## src/sel_pkg.sv

```systemverilog
// shared types, constants and register codes for the sphere edge-length field
// used by every module under src; depends on nothing
`default_nettype none

package sel_pkg;

    // field widths of the stream payload
    localparam int SEL_FIELD_W    = 32;               // one point or centre coordinate
    localparam int SEL_LEN_W      = 31;               // radius, lengths, root
    localparam int SEL_SUM_W      = 2 * SEL_LEN_W;    // squared distance while inside
    localparam int SEL_ACC_W      = SEL_SUM_W + 2;    // sum of three squares
    localparam int SEL_COORD_WIDTH = 32;              // width at which coordinates are read

    // configuration port
    localparam int SEL_CFG_AW = 3;
    localparam int SEL_CFG_DW = 32;

    localparam logic [SEL_FIELD_W-1:0] SEL_CENTRE_RST = '0;
    localparam logic [SEL_LEN_W-1:0]   SEL_RADIUS_RST = SEL_LEN_W'(65536);
    localparam logic [SEL_LEN_W-1:0]   SEL_LENGTH_RST = SEL_LEN_W'(65536);

    typedef enum logic [SEL_CFG_AW-1:0] {
        REG_CENTRE_X     = 3'd0,
        REG_CENTRE_Y     = 3'd1,
        REG_CENTRE_Z     = 3'd2,
        REG_RADIUS       = 3'd3,
        REG_LENGTH_INNER = 3'd4,
        REG_LENGTH_OUTER = 3'd5
    } t_cfg_reg;

    // control bits that travel with each item down the pipeline
    typedef struct packed {
        logic valid;
        logic outside;
    } t_side;

endpackage

`default_nettype wire

```

## src/sel_skid.sv

```systemverilog
// output register with a skid stage; upstream ready is a register
// depends on sel_pkg
`default_nettype none

module sel_skid
    import sel_pkg::*;
#(
    parameter int W = SEL_LEN_W + 1
) (
    input  wire logic         i_clk,
    input  wire logic         i_rst_n,
    input  wire logic         i_valid,
    input  wire logic [W-1:0] i_data,
    output logic              o_ready,
    output logic              o_valid,
    output logic      [W-1:0] o_data,
    input  wire logic         i_ready
);

    logic         r_out_valid;
    logic [W-1:0] r_out_data;
    logic         r_sk_valid;
    logic [W-1:0] r_sk_data;
    logic         w_push;

    assign w_push = i_valid && !r_sk_valid;

    always_ff @(posedge i_clk) begin
        if (!i_rst_n) begin
            r_out_valid <= 1'b0;
            r_sk_valid  <= 1'b0;
        end else if (!r_out_valid || i_ready) begin
            if (r_sk_valid) begin
                r_out_valid <= 1'b1;
                r_sk_valid  <= 1'b0;
            end else begin
                r_out_valid <= w_push;
            end
        end else if (w_push) begin
            r_sk_valid <= 1'b1;
        end
    end

    always_ff @(posedge i_clk) begin
        if (!r_out_valid || i_ready) begin
            r_out_data <= r_sk_valid ? r_sk_data : i_data;
        end else if (w_push) begin
            r_sk_data <= i_data;
        end
    end

    assign o_ready = !r_sk_valid;
    assign o_valid = r_out_valid;
    assign o_data  = r_out_data;

    a_skid_behind_out: assert property (@(posedge i_clk) disable iff (!i_rst_n)
        r_sk_valid |-> r_out_valid)
        else $error("sel_skid: skid holds a request while the output is empty");

    a_stalled_push_kept: assert property (@(posedge i_clk) disable iff (!i_rst_n)
        (w_push && r_out_valid && !i_ready) |=> r_sk_valid)
        else $error("sel_skid: request pushed into a stalled output was dropped");

endmodule

`default_nettype wire

```

## config.mk

```make
export PLATFORM = sky130hd
export DESIGN_NAME = sel_skid
export DESIGN_NICKNAME = d
export VERILOG_FILES = /design/src/sel_pkg.sv /design/src/sel_skid.sv
export SDC_FILE = /design/constraint.sdc
export NUM_CORES = 1
export LEC_CHECK = 0
export BUFFER_PORTS_ARGS = -buffer_cell sky130_fd_sc_hd__clkbuf_2
export CAP_MARGIN = 10
export CORE_ASPECT_RATIO = 1.5
export CORE_MARGIN = 4
export CORE_UTILIZATION = 46
export CTS_BUF_LIST = sky130_fd_sc_hd__clkbuf_16
export DETAILED_ROUTE_END_ITERATION = 12
export GPL_TIMING_DRIVEN = 1
export PLACE_DENSITY_LB_ADDON = 0.15
export SYNTH_ARGS = -nofsm -noshare
export SYNTH_HDL_FRONTEND = slang
export SYNTH_SLANG_ARGS = --single-unit
```

## constraint.sdc

```tcl
create_clock -name i_clk -period 4.4 [get_ports i_clk]
set_clock_uncertainty 0.1 [all_clocks]
set_input_delay 0.44 -clock i_clk [delete_from_list [all_inputs] [get_ports i_clk]]
set_output_delay 0.44 -clock i_clk [all_outputs]
set_load 0.01 [all_outputs]
```

==> metrics <==
outcome=complete, no violations; gr usage total=0.1318; placed cell area=2922 sq um; Routed Antenna Nets=0; Avg WL per Cell=16.38 um; Crit path arrival time=1.61 ns; Seq/Total Area, Yosys=0.7728; Ant. Diodes=0; Root Buffer Master=clkbuf_16; Hold Buf Count CTS=0; area leader, netlist=edfxtp_1; initial antenna violation count=0; Design Area, Final=3232 sq um; syn_nets=144; Slew Limit Fails=0; crit path kind=reg2out; chip height=98.99 um; # Max-Cap Violations=0; CTS tree=done; Synth top cells by count=edfxtp_1, mux2_4, mux2_2; count leader, synth=edfxtp_1; Gate Count Post-Synth=108; EDFF count, synth=64; Syn Area/Cell=23.51 sq um; Hold Violations, Final=0; share of layout cells above drive strength 1=0.6387; Post-route DRC=0; RSZ-0062 raised after global routing=false; IR Drop Worst-Case VDD=0.0002360 V; Post-Syn Area=2539 sq um; CTS buffer count=9; top-level I/O count=70; Worst Max-Slew Pin Slew=1.087 ns; final WL=4.242 mm; Max-slew headroom=0.2755; number of global-route vias before repair=1273; Die X=68.66 um; Yosys Warn Count=0; multi-input logic area=509.2 sq um; ys flop type=edfxtp_1; first-pass detailed-route iteration total=3; Starting Density=0.4840; Leakage=1.307 nW; Vias/cell=4.641; aggregate global routing overflow=0; via count=1202; first-pass GRT wire length=6.299 mm; hold crit path type=in2reg; cts repair resizes=0; f_max=464.1 MHz; fin crit period=2.155 ns; Std-Cell Rows=32; Final #Nets=222; fin crit share=0.4897; Power Dens Cells=482.7 nW/um^2; CP startpoint kind=flip-flop; Die Footprint=6796 sq um; largest cells by area after synthesis=edfxtp_1, mux2_4, buf_12, mux2_2, dfxtp_1; Core Region=5245 sq um; asr flop ratio synth=0; post-DP HPWL=2.915 mm; endpoints failing setup=0; Clock Pin Slew Worst Setup and Hold Paths=0.05 ns; CTS sink count=66; area share of the largest cell type after synthesis=0.7570; critical path fanouts, max=35; Reg area=1963 sq um; P&R area growth vs syn=27.30%; CTS H-Tree Depth=3; #FFs+latches synth=66; # Post-CTS Setup Buffers=0; port bufs=69; clock buffer depth=2; RD Place Congestion=0.6226; crit end category=primary output; drt initial violations=56; WP data required=3.86 ns; largest net degree at the start of global routing=36; synth unique cells=12; setup_tns=0 ns; FILL cells=386; clk_lat worst skew=0.32 ns
cell usage in the layout, fill, tap and decap left out:
cell type	Yosys	layout
buf_4	0	2
inv_1	1	2
nor2_2	1	1
edfxtp_1	64	64
clkbuf_16	0	9
dfxtp_2	0	1
bufinv_16	0	2
dfxtp_1	2	1
clkinvlp_4	0	1
clkinv_2	0	2
clkinv_1	0	1
nand2b_2	0	1
mux2_4	27	27
a21boi_0	1	1
clkbuf_2	0	69
nor3b_2	1	2
mux2_2	5	5
state kept, by name (all words and copies together) (netlist names):
| signal | cells |
|---|---|
| o_data | 32 |
| o_valid | 1 |
| r_sk_data | 32 |
| r_sk_valid | 1 |
worst max-delay path, cell delays in order, from the launching register on:
cell	delay, ns
dfxtp_2	1.05
inv_1	0.08
clkbuf_2	0.16
routing by layer:
metal / track usage / routed length, um / vias to the layer above / part of all wire
li1: - / - / 583 / -
met1: 0.1551 / 1663 / 570 / 0.39
met2: 0.2060 / 2253 / 42 / 0.53
met3: 0.03649 / 253 / 7 / 0.060
met4: 0.08270 / 71 / 0 / 0.017
met5: 0 / 0 / - / 0
metrics by stage:
stage | setup WS (ns) | total power [mW] | hold slack, ns | std cells | util
after detailed placement | 2.075 | 0.8490 | 0.4346 | 243 | 0.5570
after global routing | 2.111 | 1.614 | 0.2038 | 259 | 0.6162
after global placement | 2.166 | 0.8442 | 0.4291 | 243 | 0.5570
after floorplan | 0.07510 | 0.7994 | 0.4231 | 108 | -
after CTS | 2.200 | 1.578 | 0.2031 | 259 | 0.6162
final | 2.246 | 1.560 | 0.2114 | 259 | 0.6162
logic make-up after synthesis:
family | after synthesis | share of synthesized area
AO/OA/AOI/OAI | 1 | 0.002958
buffers and inverters | 5 | 0.02957
flip-flops | 66 | 0.7728
multiplexers | 32 | 0.1819
AND/OR/NAND/NOR | 4 | 0.01282
layout make-up:
cell class | instances | area share
inverter | 1 | 0.001161
clock inverter | 7 | 0.02633
multi-input combinational | 37 | 0.1576
timing repair buffer | 71 | 0.1115
sequential | 66 | 0.6074
clock buffer | 9 | 0.06969
tap | 68 | 0.02633
final timing paths:
path	start	end	slack [ns]	depth (start not counted)
hold reg to reg	r_sk_data[26]	o_data[26]	0.45	1
setup / recovery	r_sk_valid	o_ready	2.25	2
hold / removal	i_data[30]	r_sk_data[30]	0.21	1
setup reg to reg	o_valid	r_sk_data[19]	2.42	3
where the power goes:
| group | leakage (nW) | internal (mW) | switching [mW] |
|---|---|---|---|
| clock | 0.154 | 0.489 | 0.238 |
| sequential | 0.639 | 0.726 | 0.0123 |
| combinational | 0.513 | 0.0512 | 0.0438 |
Power figures use the tool's default switching activity.
