==> config.mk <==
export PLATFORM = sky130hd
export DESIGN_NAME = sel_div
export DESIGN_NICKNAME = d
export VERILOG_FILES = /design/src/sel_pkg.sv /design/src/sel_div.sv
export SDC_FILE = /design/constraint.sdc
export NUM_CORES = 2
export LEC_CHECK = 0
export BUFFER_PORTS_ARGS = -buffer_cell sky130_fd_sc_hd__buf_4
export CAP_MARGIN = 20
export CORE_ASPECT_RATIO = 2
export CORE_MARGIN = 3
export CORE_UTILIZATION = 45
export CTS_BUF_LIST = sky130_fd_sc_hd__clkbuf_16
export CTS_CLUSTER_DIAMETER = 150
export DETAILED_ROUTE_END_ITERATION = 8
export GPL_TIMING_DRIVEN = 0
export SLEW_MARGIN = 10
export SYNTH_ARGS = -nofsm -noshare
export SYNTH_HDL_FRONTEND = slang
export SYNTH_SLANG_ARGS = --single-unit
==> constraint.sdc <==
create_clock -name i_clk -period 6.8 [get_ports i_clk]
set_clock_uncertainty 0.2 [all_clocks]
set_input_delay 1.36 -clock i_clk [delete_from_list [all_inputs] [get_ports i_clk]]
set_output_delay 1.36 -clock i_clk [all_outputs]
set_load 0.005 [all_outputs]
==> src/sel_pkg.sv <==
// shared types, constants and register codes for the sphere edge-length field
// used by every module under src; depends on nothing
`default_nettype none

package sel_pkg;

    // field widths of the stream payload
    localparam int SEL_FIELD_W    = 32;               // one point or centre coordinate
    localparam int SEL_LEN_W      = 31;               // radius, lengths, root
    localparam int SEL_SUM_W      = 2 * SEL_LEN_W;    // squared distance while inside
    localparam int SEL_ACC_W      = SEL_SUM_W + 2;    // sum of three squares
    localparam int SEL_COORD_WIDTH = 32;              // width at which coordinates are read

    // configuration port
    localparam int SEL_CFG_AW = 3;
    localparam int SEL_CFG_DW = 32;

    localparam logic [SEL_FIELD_W-1:0] SEL_CENTRE_RST = '0;
    localparam logic [SEL_LEN_W-1:0]   SEL_RADIUS_RST = SEL_LEN_W'(65536);
    localparam logic [SEL_LEN_W-1:0]   SEL_LENGTH_RST = SEL_LEN_W'(65536);

    typedef enum logic [SEL_CFG_AW-1:0] {
        REG_CENTRE_X     = 3'd0,
        REG_CENTRE_Y     = 3'd1,
        REG_CENTRE_Z     = 3'd2,
        REG_RADIUS       = 3'd3,
        REG_LENGTH_INNER = 3'd4,
        REG_LENGTH_OUTER = 3'd5
    } t_cfg_reg;

    // control bits that travel with each item down the pipeline
    typedef struct packed {
        logic valid;
        logic outside;
    } t_side;

endpackage

`default_nettype wire

==> src/sel_div.sv <==
// pipelined restoring divider, one quotient bit per register stage
// quotient must fit QW bits; depends on sel_pkg
`default_nettype none

module sel_div
    import sel_pkg::*;
#(
    parameter int QW = SEL_LEN_W
) (
    input  wire logic             i_clk,
    input  wire logic             i_rst_n,
    input  wire logic             i_en,
    input  wire t_side            i_side,
    input  wire logic [2*QW-1:0]  i_num,
    input  wire logic [QW-1:0]    i_den,
    output t_side                 o_side,
    output logic      [QW-1:0]    o_quot
);

    logic [QW-1:0] r_rem  [QW];
    logic [QW-1:0] r_low  [QW];
    logic [QW-1:0] r_quot [QW];
    t_side         r_side [QW];

    for (genvar s = 0; s < QW; s++) begin : g_step
        localparam int K = QW - 1 - s;

        logic [QW-1:0] w_rem_in;
        logic [QW-1:0] w_low_in;
        logic [QW-1:0] w_quot_in;
        t_side         w_side_in;
        logic [QW:0]   w_sh;
        logic [QW:0]   w_diff;
        logic          w_ge;
        logic [QW-1:0] n_rem;
        logic [QW-1:0] n_quot;

        if (s == 0) begin : g_first
            assign w_rem_in  = i_num[2*QW-1:QW];
            assign w_low_in  = i_num[QW-1:0];
            assign w_quot_in = '0;
            assign w_side_in = i_side;
        end else begin : g_next
            assign w_rem_in  = r_rem[s-1];
            assign w_low_in  = r_low[s-1];
            assign w_quot_in = r_quot[s-1];
            assign w_side_in = r_side[s-1];
        end

        assign w_sh   = {w_rem_in, w_low_in[K]};
        assign w_diff = w_sh - {1'b0, i_den};
        assign w_ge   = (w_sh >= {1'b0, i_den});
        assign n_rem  = w_ge ? w_diff[QW-1:0] : w_sh[QW-1:0];
        assign n_quot = w_quot_in | (QW'(w_ge) << K);

        always_ff @(posedge i_clk) begin
            if (!i_rst_n) begin
                r_side[s] <= '0;
            end else if (i_en) begin
                r_side[s] <= w_side_in;
            end
        end

        always_ff @(posedge i_clk) begin
            if (i_en) begin
                r_rem[s]  <= n_rem;
                r_low[s]  <= w_low_in;
                r_quot[s] <= n_quot;
            end
        end
    end

    assign o_side = r_side[QW-1];
    assign o_quot = r_quot[QW-1];

endmodule

`default_nettype wire

==> results.cfg <==
[outcome]
status = finished clean

[sta]
setup_repair_after_global_routing_missed_its_margin = false
max_freq_mhz = 161
max_slew_margin_vs_limit = 0.205
timing.final.setup_violations = 0
maxSlewViolCount = 0
finalHoldViolCount = 0
layout_worst_path_cycle_share = 0.913
period_minus_slack_ns = 6.21
worst_margin_pin_slew_ns = 1.19
final.setup.worst_slack_ns = 0.595

[yosys]
syn-instance-count = 9919
synth-main-ff-cell = edfxtp_1
synth.top_cells.by_area = edfxtp_1 52%, ha_1 11%, a21oi_1 3.6%
synth-async-reset-ratio = 0
syn_area_um2 = 114000
yosys_warnings = 0
top_area_cell_type_share_of_the_netlist_area = 0.515
synth.ff_latch_count = 1953
synth_enable_flop_cells = 1953
synthesis.nets = 11000
synth.avg_cell_area_um2 = 11.5
ys_seq_area_frac = 0.515
biggest_area_consumer_among_synthesized_cells = edfxtp_1
synth.lib_cells_used.distinct = 96

[floorplan]
fp.dieW_um = 362
area_of_the_die_um2 = 259000
num_rows = 260
floorplan.initialDensity = 0.453
ios = 131
die_h_um = 717
coreArea_um2 = 251000

[clock_network]
cts.reportedPaths.clkPinSlew_ns = 0.06
insertion_delay_ns = 0.86
clock_sink_count = 1953
clk_root_buffer_cell = clkbuf_16
cts_repair_resize_count = 0
post-cts-setup-buffer-count = 0
cts-htree-levels = 4
cts_inserted_buffers = 193
cts_tree = yes
hold_buffers = 0
ctsLongestPathBuffers = 4

[global_routing]
gr-usage-met3 = 0.0249
global_route.usage.met2 = 0.472
grt_start_max_net_pins = 167
fraction_of_met1_tracks_used_by_global_routing = 0.237
grt-busiest-layer = met2
antenna_found_initial = 7
vias_in_the_first_global_route = 82800
global_route.overflow_total = 0
grt_first_pass_wirelength_um = 485000
global_route.usage.total = 0.245

[setup_path]
path_class = in2reg
rr_endpoint = r_rem[8][3]$_DFFE_PP_
reg2reg_slack_ns = 1.41
endpoint_kind = flop
worst_r2r_startpoint = r_low[0][239]$_DFFE_PP_
critical_path_peak_fanout = 31
worstRegToRegCells = 15
worstSetupStartpointType = input port
worstPathRequired_ns = 7.17
worst_ep_arrival_time_ns = 6.57

[route]
route.detailed.vias_per_inst = 5.86
dr_total_vias = 80400
post_drt_antenna_nets = 0
drt_pass1_iterations = 7
drt_drc_violations_left = 0
routed_wl_um = 324000
detail_route.wl_per_cell_um = 23.6
detail_route.iter0.violations = 5117

[cells_and_area]
final_std_cells_w_o_fill = 13700
layout_commonest_cell = edfxtp_1
flow.area_growth_from_synthesis_pct = 11.0
drive_gt1_frac = 0.0750
num-nets-final = 11400
most_frequent_cells_in_the_layout = 1,953 x edfxtp_1, 961 x ha_1, 823 x nand2_1

[pwr]
p_leak_nw = 49.8
ir_drop_mv = 0.238
p_per_area_nw_per_um2 = 515

[hold_path]
hold_path_endpoint = r_quot[0][305]$_DFFE_PP_
timing.hold.worst.class = reg2reg
hold_path.startpoint = r_quot[0][274]$_DFFE_PP_
worst_hold_path.num_cells = 0

[place]
detailed_place_hpwl_um = 239000
buffer_ports.inserted = 130
preCtsSetupSlack_ns = -0.297
final_weighted_congestion_in_routability_driven_placement = 0.918
dp_cells = 13400

[run]
cap_viol_max_count = 0
flip-flops by register name (all words and copies together) (netlist names):
signal and count:
r_low 465, r_rem 930, r_side 62, r_quot 496
cell usage after synthesis (all sizes together), types with 9 or more instances:
library cell	number
edfxtp	1953
ha	961
nand2	823
a21oi	816
o21ai	792
nor2	588
a21o	494
xnor2	444
mux2	349
xor2	330
inv	287
clkbuf	166
nor2b	149
o21a	145
nand4	142
and3	127
nand2b	127
nand3	125
nor3	107
a31oi	104
o21bai	91
a211oi	85
o31ai	84
buf	55
a21boi	40
or3	36
o211ai	32
and4	31
and2	30
fa	30
a211o	29
or2	29
mux2i	28
nor4	28
o31a	27
a2111oi	18
a221oi	18
a31o	18
a41oi	14
o41ai	14
a221o	11
a311o	10
nor3b	10
o2111ai	10
or4	9
how the worst max path moves through the flow:
stage | startpoint | endpoint
after global routing | i_den[1] | r_rem[8][3]$_DFFE_PP_
after CTS | i_den[1] | r_rem[8][9]$_DFFE_PP_
after floorplan | i_den[2] | r_rem[26][27]$_DFFE_PP_
final | i_den[1] | r_rem[8][3]$_DFFE_PP_
after global placement | i_en | r_side[1][3]$_SDFFCE_PN0P_
after detailed placement | i_den[1] | r_rem[8][1]$_DFFE_PP_
per-layer routing:
layer | up-vias | wire [µm]
met2 | 2045 | 175000
li1 | 38300 | -
met4 | 0 | 28600
met3 | 991 | 10500
met1 | 39000 | 110000
met5 | - | 0
layout make-up:
type                            instances  area (µm²)
Clock buffer                          194        4850
Sequential cell                      1953       58600
Fill cell                           22300      125000
Antenna cell                            2        5.00
Inverter                              287        1150
Clock inverter                        147        1400
Multi-Input combinational cell       7458       53200
Tap cell                             3275        4100
Buffer                                221         895
Timing Repair Buffer                  175        2090
per-stage QoR:
| stage | instance area (µm²) | total power (W) | hold WS (ns) | util | TNS, ns |
|---|---|---|---|---|---|
| after CTS | 126000 | 0.0655 | 0.189 | 0.503 | 0 |
| final | 126000 | 0.0651 | 0.178 | 0.503 | 0 |
| after detailed placement | 120000 | 0.0542 | 0.205 | 0.478 | -5.37 |
| after global placement | 119000 | 0.0541 | 0.200 | 0.474 | - |
| after global routing | 126000 | 0.0696 | 0.197 | 0.503 | 0 |
| after floorplan | 114000 | 0.0442 | 0.200 | - | 0 |
report_power, final:
part / internal [W] / switching, W / total, W
sequential: 0.0189 / 0.00240 / 0.0213
clock: 0.00605 / 0.00476 / 0.0108
combinational: 0.0135 / 0.0195 / 0.0330
worst max-delay path, cell delays in order:
cell,delay [ns]
buf_6,0.61
inv_4,0.44
buf_12,0.30
ha_1,0.42
nand4_1,0.10
o41ai_1,0.53
nor4_1,0.11
o31ai_1,0.46
a211o_1,0.19
clkbuf_1,0.63
clkbuf_1,0.59
buf_1,0.53
a21oi_1,0.16
cell families after synthesis:
family,after synthesis,synth area share
mux,377,0.0370
fa+ha+maj,991,0.111
xor+xnor,774,0.0595
compound gates,2939,0.162
flops,1953,0.515
simple gates,2377,0.0983
buf+inv,508,0.0173
Note: power is estimated with default switching activity, not from simulation.
